$ cat src/rtl/core/isa_pkg.sv
// Shared types and constants for the indexed shift array.
// No dependencies; imported by every module of the block.
`timescale 1ns / 1ps
`default_nettype none

package isa_pkg;

    localparam int ISA_CAPACITY = 16;

    localparam int ISA_OP_W     = 2;
    localparam int ISA_POS_W    = 5;
    localparam int ISA_DATA_W   = 32;
    localparam int ISA_STATUS_W = 3;
    localparam int ISA_FOUND_W  = 4;
    localparam int ISA_COUNT_W  = 5;

    localparam logic [ISA_OP_W-1:0] OP_INSERT = 2'd0;
    localparam logic [ISA_OP_W-1:0] OP_REMOVE = 2'd1;
    localparam logic [ISA_OP_W-1:0] OP_FIND   = 2'd2;

    localparam logic [ISA_STATUS_W-1:0] ST_OK           = 3'd0;
    localparam logic [ISA_STATUS_W-1:0] ST_BAD_POSITION = 3'd1;
    localparam logic [ISA_STATUS_W-1:0] ST_EMPTY        = 3'd2;
    localparam logic [ISA_STATUS_W-1:0] ST_FULL         = 3'd3;
    localparam logic [ISA_STATUS_W-1:0] ST_NOT_FOUND    = 3'd4;

    // Commands from the controller to the datapath.
    typedef struct packed {
        logic capture;
        logic exec;
        logic publish;
    } isa_cmd_t;

    // Status from the datapath to the controller.
    typedef struct packed {
        logic is_find;
    } isa_stat_t;

endpackage

`default_nettype wire

$ cat src/rtl/core/indexed_shift_array_top.sv
// Indexed shift array: an ordered store of signed entries with insert, remove and find.
// Operation: drive op, position and value with start high; the command is taken at a
// rising edge where start is high and busy is low, and busy stays high while it runs.
// Each command gives exactly one result: status, found_position and entry_count are
// valid for the single cycle in which done is high, and the receiver must take the
// transfer then, as it cannot hold results off.
// Timing: insert and remove keep busy high through the execute state, and done is
// high as busy falls; find keeps busy high through the execute and report states,
// with done high as busy falls, because the registered match vector from all cells
// is resolved to its lowest hit in a state of its own. A new command may be issued in
// the same cycle as done, so a command is taken only once the last one is through.
// Every cell shifts and compares its own entry at once, so the time a command takes
// does not depend on the capacity.
// Reset: asynchronous, active low; clears the entry count and the controller. Entry
// contents are not cleared, since no command reads an entry at or above the count.
// Depends on isa_pkg, isa_ctrl and isa_datapath.
`timescale 1ns / 1ps
`default_nettype none

module indexed_shift_array_top
#(
    parameter int CAPACITY = isa_pkg::ISA_CAPACITY
)
(
    input  wire logic                                  clk,
    input  wire logic                                  rst_n,
    input  wire logic                                  start,
    output logic                                       busy,
    input  wire logic [isa_pkg::ISA_OP_W-1:0]          op,
    input  wire logic [isa_pkg::ISA_POS_W-1:0]         position,
    input  wire logic signed [isa_pkg::ISA_DATA_W-1:0] value,
    output logic                                       done,
    output logic [isa_pkg::ISA_STATUS_W-1:0]           status,
    output logic [isa_pkg::ISA_FOUND_W-1:0]            found_position,
    output logic [isa_pkg::ISA_COUNT_W-1:0]            entry_count
);
    import isa_pkg::*;

    isa_cmd_t  cmd;
    isa_stat_t stat;

    isa_ctrl u_ctrl
    (
        .clk   (clk),
        .rst_n (rst_n),
        .start (start),
        .stat  (stat),
        .busy  (busy),
        .done  (done),
        .cmd   (cmd)
    );

    isa_datapath
    #(
        .CAPACITY (CAPACITY)
    )
    u_datapath
    (
        .clk            (clk),
        .rst_n          (rst_n),
        .cmd            (cmd),
        .op             (op),
        .position       (position),
        .value          (value),
        .stat           (stat),
        .status         (status),
        .found_position (found_position),
        .entry_count    (entry_count)
    );

endmodule

`default_nettype wire

$ cat src/rtl/core/isa_ctrl.sv
// Sequencing state machine for the indexed shift array.
// Depends on isa_pkg for the command and status structs.
`timescale 1ns / 1ps
`default_nettype none

module isa_ctrl
(
    input  wire logic             clk,
    input  wire logic             rst_n,
    input  wire logic             start,
    input  wire isa_pkg::isa_stat_t stat,
    output logic                  busy,
    output logic                  done,
    output isa_pkg::isa_cmd_t     cmd
);
    import isa_pkg::*;

    localparam logic [1:0] S_IDLE   = 2'd0;
    localparam logic [1:0] S_EXEC   = 2'd1;
    localparam logic [1:0] S_REPORT = 2'd2;

    logic [1:0] state_reg;
    logic [1:0] state_next;
    logic       done_reg;

    always_comb
    begin
        cmd.capture = start && (state_reg == S_IDLE);
        cmd.exec    = (state_reg == S_EXEC);
        // A find publishes from the report state, after resolving the first match.
        cmd.publish = ((state_reg == S_EXEC) && !stat.is_find) || (state_reg == S_REPORT);
    end

    always_comb
    begin
        state_next = state_reg;
        case (state_reg)
            S_IDLE:
            begin
                if (start)
                begin
                    state_next = S_EXEC;
                end
            end
            S_EXEC:
            begin
                state_next = stat.is_find ? S_REPORT : S_IDLE;
            end
            S_REPORT:
            begin
                state_next = S_IDLE;
            end
            default:
            begin
                state_next = S_IDLE;
            end
        endcase
    end

    always_ff @(posedge clk or negedge rst_n)
    begin
        if (!rst_n)
        begin
            state_reg <= S_IDLE;
            done_reg  <= 1'b0;
        end
        else
        begin
            state_reg <= state_next;
            done_reg  <= cmd.publish;
        end
    end

    assign busy = (state_reg != S_IDLE);
    assign done = done_reg;

endmodule

`default_nettype wire

$ cat src/rtl/core/isa_datapath.sv
// Entry cells, count, match vector and result registers of the indexed shift array.
// Depends on isa_pkg; driven by isa_ctrl through the command struct.
`timescale 1ns / 1ps
`default_nettype none

module isa_datapath
#(
    parameter int CAPACITY = isa_pkg::ISA_CAPACITY
)
(
    input  wire logic                               clk,
    input  wire logic                               rst_n,
    input  wire isa_pkg::isa_cmd_t                  cmd,
    input  wire logic [isa_pkg::ISA_OP_W-1:0]       op,
    input  wire logic [isa_pkg::ISA_POS_W-1:0]      position,
    input  wire logic signed [isa_pkg::ISA_DATA_W-1:0] value,
    output isa_pkg::isa_stat_t                      stat,
    output logic [isa_pkg::ISA_STATUS_W-1:0]        status,
    output logic [isa_pkg::ISA_FOUND_W-1:0]         found_position,
    output logic [isa_pkg::ISA_COUNT_W-1:0]         entry_count
);
    import isa_pkg::*;

    localparam int CNT_W = $clog2(CAPACITY + 1);
    localparam int IDX_W = (CAPACITY > 1) ? $clog2(CAPACITY) : 1;
    localparam int CMP_W = (CNT_W > ISA_POS_W) ? CNT_W : ISA_POS_W;
    localparam int FND_W = (IDX_W > ISA_FOUND_W) ? IDX_W : ISA_FOUND_W;
    localparam int OUT_W = (CMP_W > ISA_COUNT_W) ? CMP_W : ISA_COUNT_W;

    logic [ISA_OP_W-1:0]     op_reg;
    logic [ISA_POS_W-1:0]    pos_reg;
    logic [ISA_DATA_W-1:0]   value_reg;
    logic [CNT_W-1:0]        count_reg;
    logic [CNT_W-1:0]        count_next;
    logic [ISA_DATA_W-1:0]   cell_reg  [CAPACITY];
    logic [ISA_DATA_W-1:0]   cell_next [CAPACITY];
    logic [CAPACITY-1:0]     hit_next;
    logic [CAPACITY-1:0]     hit_reg;
    logic [ISA_STATUS_W-1:0] status_reg;
    logic [ISA_STATUS_W-1:0] status_next;
    logic [ISA_FOUND_W-1:0]  found_reg;
    logic [ISA_FOUND_W-1:0]  found_next;
    logic [ISA_COUNT_W-1:0]  count_out_reg;
    logic [ISA_STATUS_W-1:0] exec_status;
    logic [CMP_W-1:0]        pos_ext;
    logic [CMP_W-1:0]        cnt_ext;
    logic [OUT_W-1:0]        cnt_out_ext;
    logic [FND_W-1:0]        first_idx;
    logic                    any_hit;
    logic                    do_ins;
    logic                    do_rem;

    always_ff @(posedge clk)
    begin
        if (cmd.capture)
        begin
            op_reg    <= op;
            pos_reg   <= position;
            value_reg <= value;
        end
    end

    assign stat.is_find = (op_reg == OP_FIND);
    assign pos_ext      = CMP_W'(pos_reg);
    assign cnt_ext      = CMP_W'(count_reg);

    // Legality checks: full and empty take precedence over the position.
    always_comb
    begin
        exec_status = ST_OK;
        do_ins      = 1'b0;
        do_rem      = 1'b0;
        case (op_reg)
            OP_INSERT:
            begin
                if (cnt_ext >= CMP_W'(CAPACITY))
                begin
                    exec_status = ST_FULL;
                end
                else if (pos_ext > cnt_ext)
                begin
                    exec_status = ST_BAD_POSITION;
                end
                else
                begin
                    do_ins = 1'b1;
                end
            end
            OP_REMOVE:
            begin
                if (cnt_ext == '0)
                begin
                    exec_status = ST_EMPTY;
                end
                else if (pos_ext >= cnt_ext)
                begin
                    exec_status = ST_BAD_POSITION;
                end
                else
                begin
                    do_rem = 1'b1;
                end
            end
            OP_FIND:
            begin
                exec_status = ST_OK;
            end
            default:
            begin
                exec_status = ST_BAD_POSITION;
            end
        endcase
    end

    always_comb
    begin
        count_next = count_reg;
        if (cmd.exec && do_ins)
        begin
            count_next = count_reg + CNT_W'(1);
        end
        else if (cmd.exec && do_rem)
        begin
            count_next = count_reg - CNT_W'(1);
        end
    end

    always_ff @(posedge clk or negedge rst_n)
    begin
        if (!rst_n)
        begin
            count_reg <= '0;
        end
        else
        begin
            count_reg <= count_next;
        end
    end

    // Each cell picks its neighbour, the new value or itself, and compares in parallel.
    for (genvar i = 0; i < CAPACITY; i++)
    begin : g_cell
        localparam logic [CMP_W-1:0] I_EXT = CMP_W'(i);
        localparam logic [CMP_W-1:0] I_NXT = CMP_W'(i + 1);

        logic [ISA_DATA_W-1:0] from_below;
        logic [ISA_DATA_W-1:0] from_above;

        if (i > 0)
        begin : g_below
            assign from_below = cell_reg[i-1];
        end
        else
        begin : g_no_below
            assign from_below = cell_reg[i];
        end

        if (i < CAPACITY - 1)
        begin : g_above
            assign from_above = cell_reg[i+1];
        end
        else
        begin : g_no_above
            assign from_above = cell_reg[i];
        end

        always_comb
        begin
            cell_next[i] = cell_reg[i];
            if (cmd.exec && do_ins)
            begin
                if (I_EXT == pos_ext)
                begin
                    cell_next[i] = value_reg;
                end
                else if ((I_EXT > pos_ext) && (I_EXT <= cnt_ext))
                begin
                    cell_next[i] = from_below;
                end
            end
            else if (cmd.exec && do_rem)
            begin
                if ((I_EXT >= pos_ext) && (I_NXT < cnt_ext))
                begin
                    cell_next[i] = from_above;
                end
            end
        end

        assign hit_next[i] = (cell_reg[i] == value_reg) && (I_EXT < cnt_ext);

        always_ff @(posedge clk)
        begin
            cell_reg[i] <= cell_next[i];
        end
    end

    always_ff @(posedge clk)
    begin
        if (cmd.exec)
        begin
            hit_reg <= hit_next;
        end
    end

    // Lowest set bit of the registered match vector.
    always_comb
    begin
        first_idx = '0;
        for (int k = CAPACITY - 1; k >= 0; k--)
        begin
            if (hit_reg[k])
            begin
                first_idx = FND_W'(k);
            end
        end
    end

    assign any_hit     = |hit_reg;
    assign cnt_out_ext = OUT_W'(count_next);

    always_comb
    begin
        if (stat.is_find)
        begin
            status_next = any_hit ? ST_OK : ST_NOT_FOUND;
            found_next  = any_hit ? first_idx[ISA_FOUND_W-1:0] : '0;
        end
        else
        begin
            status_next = exec_status;
            found_next  = '0;
        end
    end

    always_ff @(posedge clk)
    begin
        if (cmd.publish)
        begin
            status_reg    <= status_next;
            found_reg     <= found_next;
            count_out_reg <= cnt_out_ext[ISA_COUNT_W-1:0];
        end
    end

    assign status         = status_reg;
    assign found_position = found_reg;
    assign entry_count    = count_out_reg;

endmodule

`default_nettype wire

$ cat config.mk
export PLATFORM = sky130hd
export DESIGN_NAME = indexed_shift_array_top
export DESIGN_NICKNAME = d
export VERILOG_FILES = /design/src/rtl/core/isa_pkg.sv /design/src/rtl/core/indexed_shift_array_top.sv /design/src/rtl/core/isa_ctrl.sv /design/src/rtl/core/isa_datapath.sv
export SDC_FILE = /design/constraint.sdc
export NUM_CORES = 2
export LEC_CHECK = 0
export ABC_CLOCK_PERIOD_IN_PS = 8039
export BUFFER_PORTS_ARGS = -buffer_cell sky130_fd_sc_hd__buf_2
export CORE_MARGIN = 8
export CORE_UTILIZATION = 55
export CTS_CLUSTER_DIAMETER = 80
export DETAILED_ROUTE_END_ITERATION = 8
export PLACE_DENSITY = 0.71
export SLEW_MARGIN = 15
export SYNTH_ARGS = -nofsm -noshare
export SYNTH_HDL_FRONTEND = slang
export SYNTH_HIERARCHICAL = 1
export SYNTH_SLANG_ARGS = --single-unit
export TNS_END_PERCENT = 50
$ cat constraint.sdc
create_clock -name clk -period 8.04 [get_ports clk]
set_input_delay 0.804 -clock clk [delete_from_list [all_inputs] [get_ports clk]]
set_output_delay 0.804 -clock clk [all_outputs]
set_load 0.005 [all_outputs]
# Word-level counts from Yosys, hierarchy flattened
# Memories as Yosys holds them, arrays and structs flattened.
# Cells that the tools add are included.
# word_totals
ff_bits	75
mem_bits_rw	512
in_bits	42
out_inout_bits	14
n_memories	1
# memory_table
memory	depth	width	rd	rd_ports_with_merged_regs	wr	line_no	source
u_datapath.cell_reg	16	32	16	0	16	isa_datapath.sv:35	logic [ISA_DATA_W-1:0] cell_reg [CAPACITY];
# op_classes
addsub	2
n_lt_le_gt_ge	64
eq_ne	36
mux	110
n_bitwise	2
reduce_logical	62
# op_table
op	count
32-bit two-way mux	77
32-bit == test	16
1-bit logical AND	50
4-bit by 5-bit == test with 1-bit output, first input constant	8
4-bit by 5-bit greater-than comparator with 1-bit output, first input constant	8
4-bit by 5-bit <= comparator with 1-bit output, first input constant	8
4-bit by 5-bit less-than comparator with 1-bit output, first input constant	8
4-bit by 5-bit greater-or-equal comparator with 1-bit output, first input constant	7
4-bit two-way mux	8
3-bit two-way mux	7
3-bit by 5-bit == test with 1-bit output, first input constant	4
3-bit by 5-bit greater-or-equal comparator with 1-bit output, first input constant	4
3-bit by 5-bit greater-than comparator with 1-bit output, first input constant	4
3-bit by 5-bit <= comparator with 1-bit output, first input constant	4
3-bit by 5-bit less-than comparator with 1-bit output, first input constant	4
16-bit OR reduction	1
2-bit by 5-bit == test with 1-bit output, first input constant	2
1-bit by 5-bit greater-or-equal comparator with 1-bit output, first input constant	2
2-bit by 5-bit greater-or-equal comparator with 1-bit output, first input constant	2
2-bit by 5-bit greater-than comparator with 1-bit output, first input constant	2
2-bit by 5-bit <= comparator with 1-bit output, first input constant	2
5-bit zero test	2
1-bit by 5-bit less-than comparator with 1-bit output, first input constant	2
2-bit by 5-bit less-than comparator with 1-bit output, first input constant	2
other kinds (25)	42

# Logic depth before layout (Yosys ltp)
# logic_depth
word_depth	15
mapped_depth	15

# Hierarchy
# The synthesis kept the hierarchy.
# modules_own_cells
module	instances	cells_each	area_per_inst_um2	seq_area_each_um2
isa_datapath	1	3248	34810.9	17511.8
isa_ctrl	1	11	121.4	75.1

# Worst setup path before layout
# No wires, ideal clock.
# synth_timing
kind	flip-flop to flip-flop
start	reg, netlist name u_datapath/cnt_ext[2]
end	mem u_datapath.cell_reg[0][0], enable pin
setup_time_ns	0.502
arrival_ns	5.204
slack_ns	2.334
path_stages_with_launch	12
n_path_buf	3
period_less_slack_ns	5.706
path_cell_list	dfrtp_1 -> clkbuf_1 -> inv_1 -> clkbuf_1 -> ha_1 -> a21o_1 -> a2111oi_0 -> o31a_1 -> and3_1 -> buf_4 -> a21oi_1 -> nor4_1
# synth_rtl
item	line_no
end: declaration	isa_datapath.sv:35

==> impl_metrics.ini <==
[clock_tree]
cts_setup_buffers = 0
ctsHoldBuffers = 0
clockBufferDepth = 3
clockRootBuffer = clkbuf_16
clock-sinks = 587
cts-resized-gates = 0
cts_max_level = 3
cts_buffers = 68
clk_pin_slew_worst_paths_ns = 0.06
cts_tree = yes
clock_latency_ns = 0.61

[synth]
synth_flop_cell = edfxtp_1
ys_ff_latch = 587
yosysTopAreaCell = edfxtp_1
async_flop_share_pct = 1.36
postSynthAreaPerCell_um2 = 10.7
yosys_warnings = 6
synth_area_leaders = edfxtp_1, mux2i_1, xor2_1, o21ai_1, nand2_1
syn_inst = 3259
synth_cell_types = 59
ys_seq_area_share_pct = 50.3
synth_area_um2 = 34900
synth_nets = 3311
synth_top_area_share_pct = 49.8
synth_edf_count = 579

[floorplan]
rows = 92
core-area_um2 = 63000
dieWidth_um = 268
die-area_um2 = 71800
die_h_um = 268
io_pins = 56
initial_core_util_pct = 55.5

[layout]
syn_to_final_growth_pct = 8.25
final_cell_area_um2 = 37800
n_antenna_cell = 0
layout.nets = 3209
drive_gt1_share_pct = 8.89
largest_reg_flops = 512
fill_cells = 5193

[detailed_routing]
wl_per_cell_um = 27.2
wirelength_mm = 110
via_per_inst = 6.39
drc = 0
vias = 25879
firstDrtPassIters = 6
ant_nets = 0
drtIter0Drc = 3392

[placement]
place_congestion = 0.928
dp_hpwl_mm = 74.4
io_buffer_count = 55
placed_cell_area_um2 = 35600

[run]
drv_cap = 0

[setup_path]
cp_max_fo = 107
crit_type = flip-flop to flip-flop
reg2reg_slack_ns = 2.80
worstPathRequired_ns = 8.35
endpoint_kind = flip-flop
arrival_ns = 5.55
startpoint_type = flip-flop

[grt]
grt_pass1_wl_mm = 164
grt_overflow = 0
antenna_found_initial = 0
grt_max_degree = 239
grt_pass1_vias = 25756
track_usage_pct = 30.2

[sta]
fin_crit_sh_pct = 65.1
setup_viol = 0
setup_tns_ns = 0
skew_ns = 0.0292
slew_viol_final = 0
worstMarginPinSlew_ns = 1.14
relSlewSlack_pct = 23.5
layout_min_cycle_time_ns = 5.24
hold_viol = 0
rsz0062_at_grt = false
fmax_ghz = 0.191

[pwr]
p_leak_nw = 14.7
irDropWorstVdd_mv = 0.199
powerDensity_nw_per_um2 = 199

[run_status]
status = finished clean

[min_path]
hold_path.class = input pin to asynchronous set/reset pin
Yosys cell counts, types with 8 or more instances:
cell type	count
a21oi_1	26
and3_1	8
buf_1	12
buf_2	134
clkbuf_1	144
dfrtp_1	8
edfxtp_1	579
ha_1	10
inv_1	11
mux2_2	33
mux2i_1	449
nand2_1	567
nand3_1	19
nand4_1	61
nor2_1	27
nor2b_1	9
nor3_1	10
nor4_1	102
o21ai_0	27
o21ai_1	440
xnor2_1	188
xor2_1	325
per-layer routing:
layer | GRT usage [%] | up-vias | wire (um) | share of wire (%)
li1 | - | 11398 | - | -
met2 | 48.3 | 1509 | 50900 | 46
met5 | 0 | - | 0 | 0
met1 | 38.8 | 12594 | 42000 | 38
met3 | 4.90 | 378 | 9740 | 8.8
met4 | 17.8 | 0 | 7580 | 6.9
placed cells by master (no fill, tap or decap), drive strengths merged, types with 4 or more instances in the layout:
cell    Yosys  layout
ha         10      10
mux2i     449     449
nor4      104     104
nor2b       9       9
nand4      61      61
nand3      19      19
o21ai     467     467
nor2       28      28
a31oi       5       5
dfrtp       8       8
bufinv      0       5
clkbuf    144      87
inv        12      13
nand2b      4       4
nor3       13      13
edfxtp    579     579
clkinv      0      22
xnor2     190     190
buf       156     128
mux2       33      33
a21oi      26      26
and3        8       8
nand2     567     567
xor2      325     325
worst max-delay path, stage by stage, from the launching register on:
cell,delay [ns]
dfrtp_1,0.75
inv_1,0.30
ha_1,0.40
nand3_1,0.09
o22ai_1,0.07
a21oi_1,0.33
or2_4,0.88
buf_4,0.88
buf_4,0.92
o21ai_0,0.21
final cells by class:
type	instances	area, um^2	area share [%]
well taps	846	1060	2.80
clock inverters	31	278	0.735
inverters	12	45.0	0.119
multi-input cells	2360	16100	42.6
clock buffers	87	1850	4.88
repair buffers	128	876	2.32
flip-flops and latches	587	17600	46.5
kinds of logic (layout without fill, tap and decap cells):
kind of cell,after synthesis,in the layout,share of synthesized area [%]
AOI/OAI and AO/OA,529,529,7.90
xor gates and xnor gates,515,515,13.0
adders and majority gates,10,10,0.358
buffers and inverters,312,258,4.00
DFF,587,587,50.3
muxes,482,482,13.9
and+or+nand+nor,824,824,10.5
report_power, final:
| group | switching, mW | total [mW] | internal, mW |
|---|---|---|---|
| registers | 0.138 | 3.60 | 3.46 |
| clock network | 1.26 | 3.04 | 1.78 |
| logic | 0.575 | 0.862 | 0.288 |
| total | 1.98 | 7.51 | 5.53 |
final timing paths:
kind                                              from                     endpoint  depth (start not counted)
hold / removal                                   rst_n          u_ctrl/state_reg[0]                          1
hold reg to reg            u_datapath/cell_reg[1][253]  u_datapath/cell_reg[1][221]                          2
setup / recovery                 u_datapath/cnt_ext[4]  u_datapath/cell_reg[0][223]                          9
setup reg to reg                 u_datapath/cnt_ext[4]  u_datapath/cell_reg[0][223]                          9
min in group clk                              value[6]      u_datapath/value_reg[6]                          1
max in group asynchronous                        rst_n        u_datapath/cnt_ext[0]                          1
through the flow:
stage	utilization [%]	hold WS, ns	power [mW]	setup slack (ns)	cells
final	60.1	0.0516	7.51	2.80	4051
after floorplan	-	0.508	4.20	2.33	3259
after detailed placement	56.6	0.575	4.50	2.89	3931
after global placement	56.6	0.563	4.49	2.97	3931
after CTS	60.0	0.0232	7.51	2.89	4049
after global routing	60.1	0.0400	7.71	2.47	4051
Power figures use the tool's default switching activity.
